===== src/sv/slpg_pkg.sv =====
`default_nettype none

package slpg_pkg;

  localparam int unsigned PhaseW  = 32;
  localparam int unsigned CntW    = $clog2(PhaseW);
  localparam int unsigned StatusW = 3;
  localparam int unsigned PerW    = 5;
  localparam int unsigned LvlW    = 7;
  localparam int unsigned InDataW  = 8;
  localparam int unsigned OutDataW = 40;

  typedef enum logic [StatusW-1:0] {
    ST_BOOT    = 3'd0,
    ST_TEST    = 3'd1,
    ST_WAITING = 3'd2,
    ST_OK      = 3'd3,
    ST_ERROR   = 3'd4
  } status_e;

  typedef enum logic [1:0] {
    CTL_IDLE,
    CTL_DIV,
    CTL_DONE
  } ctl_state_e;

  typedef struct packed {
    logic set_status;
    logic start;
    logic div_step;
    logic load_out;
  } cmd_t;

  typedef struct packed {
    logic div_last;
  } sts_t;

  localparam logic [LvlW-1:0] ErrorLevel = 7'd90;

  function automatic logic [PerW-1:0] blink_period(input logic [StatusW-1:0] st);
    logic [PerW-1:0] per;
    case (st)
      ST_BOOT:    per = 5'd25;
      ST_TEST:    per = 5'd5;
      ST_WAITING: per = 5'd25;
      ST_OK:      per = 5'd12;
      ST_ERROR:   per = 5'd2;
      default:    per = 5'd25;
    endcase
    return per;
  endfunction

  // x / 3 for 7-bit x: (x * 171) >> 9
  function automatic logic [LvlW-1:0] div3(input logic [LvlW-1:0] x);
    logic [15:0] prod;
    prod = 16'(x) * 16'd171;
    return prod[15:9];
  endfunction

endpackage

`default_nettype wire


===== src/sv/slpg_ctrl.sv =====
`default_nettype none

module slpg_ctrl (
  input  wire logic          clk_i,
  input  wire logic          rst_ni,
  input  wire logic          in_valid_i,
  input  wire logic          in_set_i,
  output logic               in_ready_o,
  output logic               out_valid_o,
  input  wire logic          out_ready_i,
  input  wire slpg_pkg::sts_t sts_i,
  output slpg_pkg::cmd_t     cmd_o
);

  slpg_pkg::ctl_state_e state_q, state_d;
  logic out_valid_q, out_valid_d;

  always_comb begin
    state_d = state_q;
    case (state_q)
      slpg_pkg::CTL_IDLE: begin
        if (in_valid_i && !in_set_i) begin
          state_d = slpg_pkg::CTL_DIV;
        end
      end
      slpg_pkg::CTL_DIV: begin
        if (sts_i.div_last) begin
          state_d = slpg_pkg::CTL_DONE;
        end
      end
      slpg_pkg::CTL_DONE: begin
        if (!out_valid_q || out_ready_i) begin
          state_d = slpg_pkg::CTL_IDLE;
        end
      end
      default: state_d = slpg_pkg::CTL_IDLE;
    endcase
  end

  always_comb begin
    cmd_o      = '0;
    in_ready_o = 1'b0;
    case (state_q)
      slpg_pkg::CTL_IDLE: begin
        in_ready_o        = 1'b1;
        cmd_o.set_status  = in_valid_i && in_set_i;
        cmd_o.start       = in_valid_i && !in_set_i;
      end
      slpg_pkg::CTL_DIV: begin
        cmd_o.div_step = 1'b1;
      end
      slpg_pkg::CTL_DONE: begin
        cmd_o.load_out = !out_valid_q || out_ready_i;
      end
      default: ;
    endcase
  end

  always_comb begin
    out_valid_d = out_valid_q;
    if (cmd_o.load_out) begin
      out_valid_d = 1'b1;
    end else if (out_ready_i) begin
      out_valid_d = 1'b0;
    end
  end

  always_ff @(posedge clk_i or negedge rst_ni) begin
    if (!rst_ni) begin
      state_q     <= slpg_pkg::CTL_IDLE;
      out_valid_q <= 1'b0;
    end else begin
      state_q     <= state_d;
      out_valid_q <= out_valid_d;
    end
  end

  assign out_valid_o = out_valid_q;

endmodule

`default_nettype wire


===== src/sv/slpg_datapath.sv =====
`default_nettype none

module slpg_datapath (
  input  wire logic                            clk_i,
  input  wire logic                            rst_ni,
  input  wire slpg_pkg::cmd_t                  cmd_i,
  output slpg_pkg::sts_t                       sts_o,
  input  wire logic                            cfg_we_i,
  input  wire logic                            cfg_wdata_i,
  input  wire logic [slpg_pkg::StatusW-1:0]    new_status_i,
  input  wire logic                            fifo_full_i,
  output logic [slpg_pkg::OutDataW-1:0]        out_data_o
);

  localparam int unsigned PhaseW = slpg_pkg::PhaseW;
  localparam int unsigned CntW   = slpg_pkg::CntW;
  localparam int unsigned PerW   = slpg_pkg::PerW;
  localparam int unsigned LvlW   = slpg_pkg::LvlW;

  logic [slpg_pkg::StatusW-1:0] status_q;
  logic [PhaseW-1:0]            phase_q;
  logic                         colour_q;
  logic                         full_q;
  logic [PhaseW-1:0]            sh_q;
  logic [PerW-1:0]              rem_q, rem_d;
  logic [CntW-1:0]              cnt_q;
  logic [slpg_pkg::OutDataW-1:0] out_q;

  logic [PhaseW-1:0] phase_inc;
  logic [PerW-1:0]   per;
  logic [PerW:0]     rem_sh;
  logic [3:0]        tri_v;
  logic [LvlW-1:0]   lvl;
  logic [7:0]        r_b, g_b, b_b;
  logic              lamp;
  logic [31:0]       word;
  logic              push;

  assign phase_inc = phase_q + PhaseW'(1);
  assign per       = slpg_pkg::blink_period(status_q);
  assign rem_sh    = {rem_q, sh_q[PhaseW-1]};

  always_comb begin
    if (rem_sh >= {1'b0, per}) begin
      rem_d = PerW'(rem_sh - {1'b0, per});
    end else begin
      rem_d = rem_sh[PerW-1:0];
    end
  end

  assign sts_o.div_last = (cnt_q == CntW'(PhaseW - 1));

  // triangle over 32 ticks; 31 - p for the falling half
  assign tri_v = phase_q[4] ? ~phase_q[3:0] : phase_q[3:0];

  always_comb begin
    if (status_q == slpg_pkg::ST_ERROR) begin
      lvl = phase_q[1] ? slpg_pkg::ErrorLevel : '0;
    end else begin
      lvl = {1'b0, 4'(tri_v + 4'd1), 2'b00};
      if (tri_v == 4'hf) begin
        lvl = 7'd64;
      end
    end
  end

  always_comb begin
    r_b = '0;
    g_b = '0;
    b_b = '0;
    case (status_q)
      slpg_pkg::ST_BOOT:    b_b = 8'(lvl);
      slpg_pkg::ST_TEST: begin
        r_b = 8'(lvl);
        g_b = 8'(lvl);
      end
      slpg_pkg::ST_WAITING: begin
        r_b = 8'(slpg_pkg::div3(lvl));
        b_b = 8'(lvl);
      end
      slpg_pkg::ST_OK:      g_b = 8'(lvl);
      default:              r_b = 8'(lvl);
    endcase
  end

  always_comb begin
    lamp = 1'b0;
    word = '0;
    push = 1'b0;
    if (colour_q) begin
      word = {g_b, r_b, b_b, 8'h00};
      push = !full_q;
    end else begin
      lamp = (rem_q < (per >> 1));
    end
  end

  always_ff @(posedge clk_i or negedge rst_ni) begin
    if (!rst_ni) begin
      status_q <= slpg_pkg::ST_BOOT;
      phase_q  <= '0;
      colour_q <= 1'b0;
    end else begin
      if (cfg_we_i) begin
        colour_q <= cfg_wdata_i;
      end
      if (cmd_i.set_status && (new_status_i <= slpg_pkg::ST_ERROR)) begin
        status_q <= new_status_i;
      end
      if (cmd_i.start) begin
        phase_q <= phase_inc;
      end
    end
  end

  always_ff @(posedge clk_i) begin
    if (cmd_i.start) begin
      sh_q   <= phase_inc;
      rem_q  <= '0;
      cnt_q  <= '0;
      full_q <= fifo_full_i;
    end else if (cmd_i.div_step) begin
      sh_q  <= {sh_q[PhaseW-2:0], 1'b0};
      rem_q <= rem_d;
      cnt_q <= cnt_q + CntW'(1);
    end
    if (cmd_i.load_out) begin
      out_q <= {3'b000, status_q, push, word, lamp};
    end
  end

  assign out_data_o = out_q;

endmodule

`default_nettype wire


===== src/sv/status_led_pattern_generator.sv =====
`default_nettype none

// Status light heartbeat generator. A request with tuser = 1 sets the status
// from tdata[2:0] (codes above error are ignored) and yields no result. A
// request with tuser = 0 is a tick: the 32-bit phase advances and one result is
// presented after a bit-serial phase-mod-period divider that runs one phase bit
// per cycle has finished and the output register has been loaded. The next
// request is taken only once that result is in the output register, and later
// still while an earlier result waits there. cfg_we_i/cfg_wdata_i select
// colour mode (1) or plain lamp (0); the user must write them only while the
// block is idle. The block itself does not enforce this.
module status_led_pattern_generator (
  input  wire logic                              clk_i,
  input  wire logic                              rst_ni,
  input  wire logic                              cfg_we_i,
  input  wire logic                              cfg_wdata_i,
  input  wire logic                              s_axis_tvalid,
  output logic                                   s_axis_tready,
  // [2:0] new_status, [3] fifo_full
  input  wire logic [slpg_pkg::InDataW-1:0]      s_axis_tdata,
  // [0] action
  input  wire logic                              s_axis_tuser,
  output logic                                   m_axis_tvalid,
  input  wire logic                              m_axis_tready,
  // [0] lamp_on, [32:1] pixel_word, [33] pixel_push, [36:34] current_status
  output logic [slpg_pkg::OutDataW-1:0]          m_axis_tdata
);

  slpg_pkg::cmd_t cmd;
  slpg_pkg::sts_t sts;

  slpg_ctrl u_ctrl (
    .clk_i       (clk_i),
    .rst_ni      (rst_ni),
    .in_valid_i  (s_axis_tvalid),
    .in_set_i    (s_axis_tuser),
    .in_ready_o  (s_axis_tready),
    .out_valid_o (m_axis_tvalid),
    .out_ready_i (m_axis_tready),
    .sts_i       (sts),
    .cmd_o       (cmd)
  );

  slpg_datapath u_datapath (
    .clk_i        (clk_i),
    .rst_ni       (rst_ni),
    .cmd_i        (cmd),
    .sts_o        (sts),
    .cfg_we_i     (cfg_we_i),
    .cfg_wdata_i  (cfg_wdata_i),
    .new_status_i (s_axis_tdata[slpg_pkg::StatusW-1:0]),
    .fifo_full_i  (s_axis_tdata[slpg_pkg::StatusW]),
    .out_data_o   (m_axis_tdata)
  );

endmodule

`default_nettype wire


===== config.mk =====
export PLATFORM = sky130hd
export DESIGN_NAME = status_led_pattern_generator
export DESIGN_NICKNAME = d
export VERILOG_FILES = /design/src/sv/slpg_pkg.sv /design/src/sv/slpg_ctrl.sv /design/src/sv/slpg_datapath.sv /design/src/sv/status_led_pattern_generator.sv
export SDC_FILE = /design/constraint.sdc
export NUM_CORES = 1
export LEC_CHECK = 0
export BUFFER_PORTS_ARGS = -buffer_cell sky130_fd_sc_hd__buf_2
export CAP_MARGIN = 5
export CORE_MARGIN = 3
export CORE_UTILIZATION = 54
export DETAILED_ROUTE_END_ITERATION = 6
export HOLD_SLACK_MARGIN = 0.15
export PLACE_DENSITY_LB_ADDON = 0.3
export SYNTH_ARGS = -nofsm -noshare
export SYNTH_HDL_FRONTEND = slang
export SYNTH_SLANG_ARGS = --single-unit

===== constraint.sdc =====
create_clock -name clk_i -period 4.6 [get_ports clk_i]
set_clock_uncertainty 0.1 [all_clocks]
set_input_delay 0.23 -clock clk_i [delete_from_list [all_inputs] [get_ports clk_i]]
set_output_delay 0.23 -clock clk_i [all_outputs]
set_load 0.1 [all_outputs]

==> impl_metrics.json <==
{
  "yosys.area_share.simple": 0.1662,
  "grt.total_usage": 0.2026,
  "grt_use_met1": 0.2739,
  "cp_slowest_cell": "fa_2",
  "cts_tree": "built",
  "synthToLayoutAreaGrowth_pct": 14.75,
  "root_buffer": "clkbuf_8",
  "gr-usage-met3": 0.04022,
  "fp-row-count": 38,
  "fill_cells": 859,
  "maxSlewViolCount": 0,
  "arrival_ns": 4.50,
  "synthMuxAreaShare": 0.005362,
  "reg2reg_slack_ns": 0.12,
  "synth_top_family_by_area": "simple AND/OR/NAND/NOR gates",
  "synth_cells": 594,
  "period_minus_slack_ns": 4.478,
  "fin_crit_sh": 0.9735,
  "synth_area_per_cell_um2": 10.21,
  "synth-xor-area-share": 0.1083,
  "cts_sinks": 106,
  "gr-total-overflow": 0,
  "fmax_mhz": 223.3,
  "dieArea_um2": 12540,
  "diodes": 0,
  "design.core.area_um2": 10890,
  "ys_seq_elements": 106,
  "cts_buffers": 9,
  "antenna_found_initial": 0,
  "end_kind": "flip-flop",
  "worstSetupPathType": "reg -> reg",
  "path_cells": "ha_1 -> buf_4 -> nor3_1 -> o21ai_1 -> a31o_4 -> inv_2 -> ha_2 -> fa_1 -> fa_2 -> ha_4 -> ha_4 -> a21oi_4 -> o211ai_1 -> a41oi_2 -> xor2_1 -> o22ai_1",
  "hp-class": "in -> reg",
  "drt-initial-drc-count": 217,
  "cts-htree-levels": 3,
  "start_util": 0.5572,
  "synth-seq-area-share": 0.4760,
  "fin_cells": 798,
  "status": "completed",
  "num_vias": 4357,
  "finalInstanceArea_um2": 6962,
  "clkTransAtPathRegs_ns": 0.11,
  "fp.dieW_um": 112.0,
  "dp_hpwl_um": 8346,
  "synth_top_cells_by_count": "71 x nand2_1, 57 x edfxtp_1, 49 x nor2_1",
  "path_max_fanout": 6,
  "crit_family": "adder cells",
  "synth_most_common_cell": "nand2_1",
  "drt-vias-per-instance": 5.460,
  "async_flop_share": 0.3679,
  "wire_per_inst_um": 15.61,
  "setup_viol_count_final": 0,
  "worst_slew_pin_slew_ns": 1.190,
  "grt_max_degree": 52,
  "synth_compound_area_frac": 0.07713,
  "cts_buffer_depth": 2,
  "final_layout_size_suffix_gt1_frac": 0.1778,
  "hold_violations": 0,
  "crit_top_cell": "ha_4",
  "detail_route.wirelength_um": 12460,
  "synth.top_cells.by_area": "edfxtp_1 28%, dfrtp_1 16%, ha_1 8.5%, xnor2_1 5.6%, xor2_1 5.2%",
  "grt_pass1_vias": 4410,
  "met2_usage": 0.3245,
  "cp.required_ns": 4.63,
  "synth_edf_count": 57,
  "slowest_delay_ns": 0.56,
  "synth.top_cell.area_share": 0.2821,
  "synth_area_leader_cell": "edfxtp_1",
  "ios": 57,
  "first_pass_iters": 4,
  "synth_area_um2": 6067,
  "path_buf_inv": 2,
  "slew-limit-headroom": 0.2033,
  "drc": 0,
  "nets": 717,
  "start_kind": "flip-flop",
  "place_area_um2": 6447,
  "globalplace.congestion": 0.8818,
  "clock_latency_ns": 0.38,
  "synth_fa_ha_area_frac": 0.1110,
  "grt.busiest_layer": "met2",
  "drtAntennaViolNets": 0,
  "placed_cells": 767,
  "synthFlopType": "edfxtp_1",
  "yosys_warnings": 0,
  "yosysUniqueCellTypes": 58,
  "die-height_um": 112.0,
  "grt_pass1_wl_um": 20690,
  "port_buffers": 36,
  "drv_cap": 0
}
-- state kept, by name, summed over array words and instances (netlist names), 2 cells and up --
name                   cells
u_datapath.cnt_q           5
u_datapath.phase_q        32
u_datapath.status_q        3
u_datapath.rem_q           5
u_datapath.sh_q           32
u_ctrl.state_q             2
u_datapath.out_data_o     24
-- metal layers --
metal	share of wire	routed length, um	up-vias
li1	-	-	2141
met1	0.46	5676	2093
met2	0.48	5976	107
met3	0.048	595	16
met4	0.017	212	0
met5	0	0	-
-- placed cells by master, fill, tap and decap left out, types with 3 or more instances in the layout --
cell / netlist / final
clkbuf_8: 0 / 10
xor2_1: 36 / 34
nor2_2: 3 / 3
buf_4: 16 / 26
a21oi_1: 8 / 5
ha_1: 41 / 33
conb_1: 1 / 18
inv_1: 30 / 27
nor3_1: 14 / 14
a21o_1: 4 / 4
xnor2_1: 39 / 39
nand3_1: 24 / 23
a211oi_1: 3 / 3
edfxtp_1: 57 / 57
o22ai_1: 5 / 5
nor2b_1: 5 / 4
o21ai_0: 39 / 37
nor2_1: 49 / 49
and4_1: 4 / 4
or3_1: 4 / 4
nor4_1: 6 / 6
nand2_1: 71 / 71
nand4_1: 10 / 10
nand2b_1: 4 / 4
inv_2: 0 / 3
buf_2: 2 / 36
ha_4: 0 / 6
dfrtp_1: 39 / 38
dlygate4sd3_1: 0 / 12
fa_1: 8 / 6
dfxtp_1: 10 / 10
-- kinds of logic (layout without fill, tap and decap cells) --
logic type,count (synthesis),after routing
DFF,106,106
buffers and inverters,73,120
AOI/OAI and AO/OA,77,77
other,1,18
xor gates and xnor gates,75,75
and+or+nand+nor,210,210
muxes,3,3
adders and majority gates,49,49
-- worst reg2reg max path, cell delays in order (launching register included) --
cell and delay, ns:
dfrtp_1 0.40, ha_1 0.32, buf_4 0.17, nor3_1 0.25, o21ai_1 0.14, a31o_4 0.27, inv_2 0.08, ha_2 0.18
fa_1 0.44, fa_2 0.56, ha_4 0.20, ha_4 0.27, a21oi_4 0.07, o211ai_1 0.32, a41oi_2 0.18, xor2_1 0.18
o22ai_1 0.08
-- final cells by class --
cell class                      instances  area [um^2]  area share
Multi-Input combinational cell        432         3105      0.4461
Sequential cell                       106         2889      0.4150
Timing Repair Buffer                   74        495.5     0.07117
Tap cell                              140        175.2     0.02516
Clock buffer                           10        137.6     0.01977
Inverter                               30        112.6     0.01618
Clock inverter                          6        46.29    0.006650
-- final timing paths --
check	startpoint	cells after the start	end
setup / recovery	u_datapath.phase_q[4]$_DFFE_PN0P_	16	u_datapath.out_data_o[22]$_SDFFCE_PN0P_
hold / removal	s_axis_tvalid	5	u_datapath.status_q[2]$_DFFE_PN0P_
setup reg to reg	u_datapath.phase_q[4]$_DFFE_PN0P_	16	u_datapath.out_data_o[22]$_SDFFCE_PN0P_
hold reg to reg	u_datapath.cnt_q[4]$_SDFFE_PP0P_	2	u_datapath.cnt_q[4]$_SDFFE_PP0P_
max in group asynchronous	rst_ni	2	u_datapath.phase_q[0]$_DFFE_PN0P_
min in group asynchronous	rst_ni	2	u_datapath.phase_q[19]$_DFFE_PN0P_
-- repair_timing --
action	4_1_cts	5_1_grt
endpoints found under the setup margin	4	6
resized for setup	4	28
hold endpoints to repair	46	0
hold buffers	12	0
setup buffers	3	0
pin swaps	6	17
-- per-stage QoR --
stage / hold WS (ns) / utilization / TNS, ns / setup WS [ns]
4_1_cts: 0.1675 / 0.6238 / 0 / 0.004122
3_5_place_dp: 0.3123 / 0.5922 / -0.1012 / -0.05916
6_report: 0.1768 / 0.6394 / 0 / 0.1218
3_3_place_gp: 0.3137 / 0.5922 / 0 / 0.03801
2_1_floorplan: -0.1656 / - / 0 / 0.04110
5_1_grt: 0.2222 / 0.6394 / -0.05007 / -0.03923
Power is left out: the tool's default activity adds up to more than one toggle a clock period on the data nets, which glitch-free logic cannot reach.
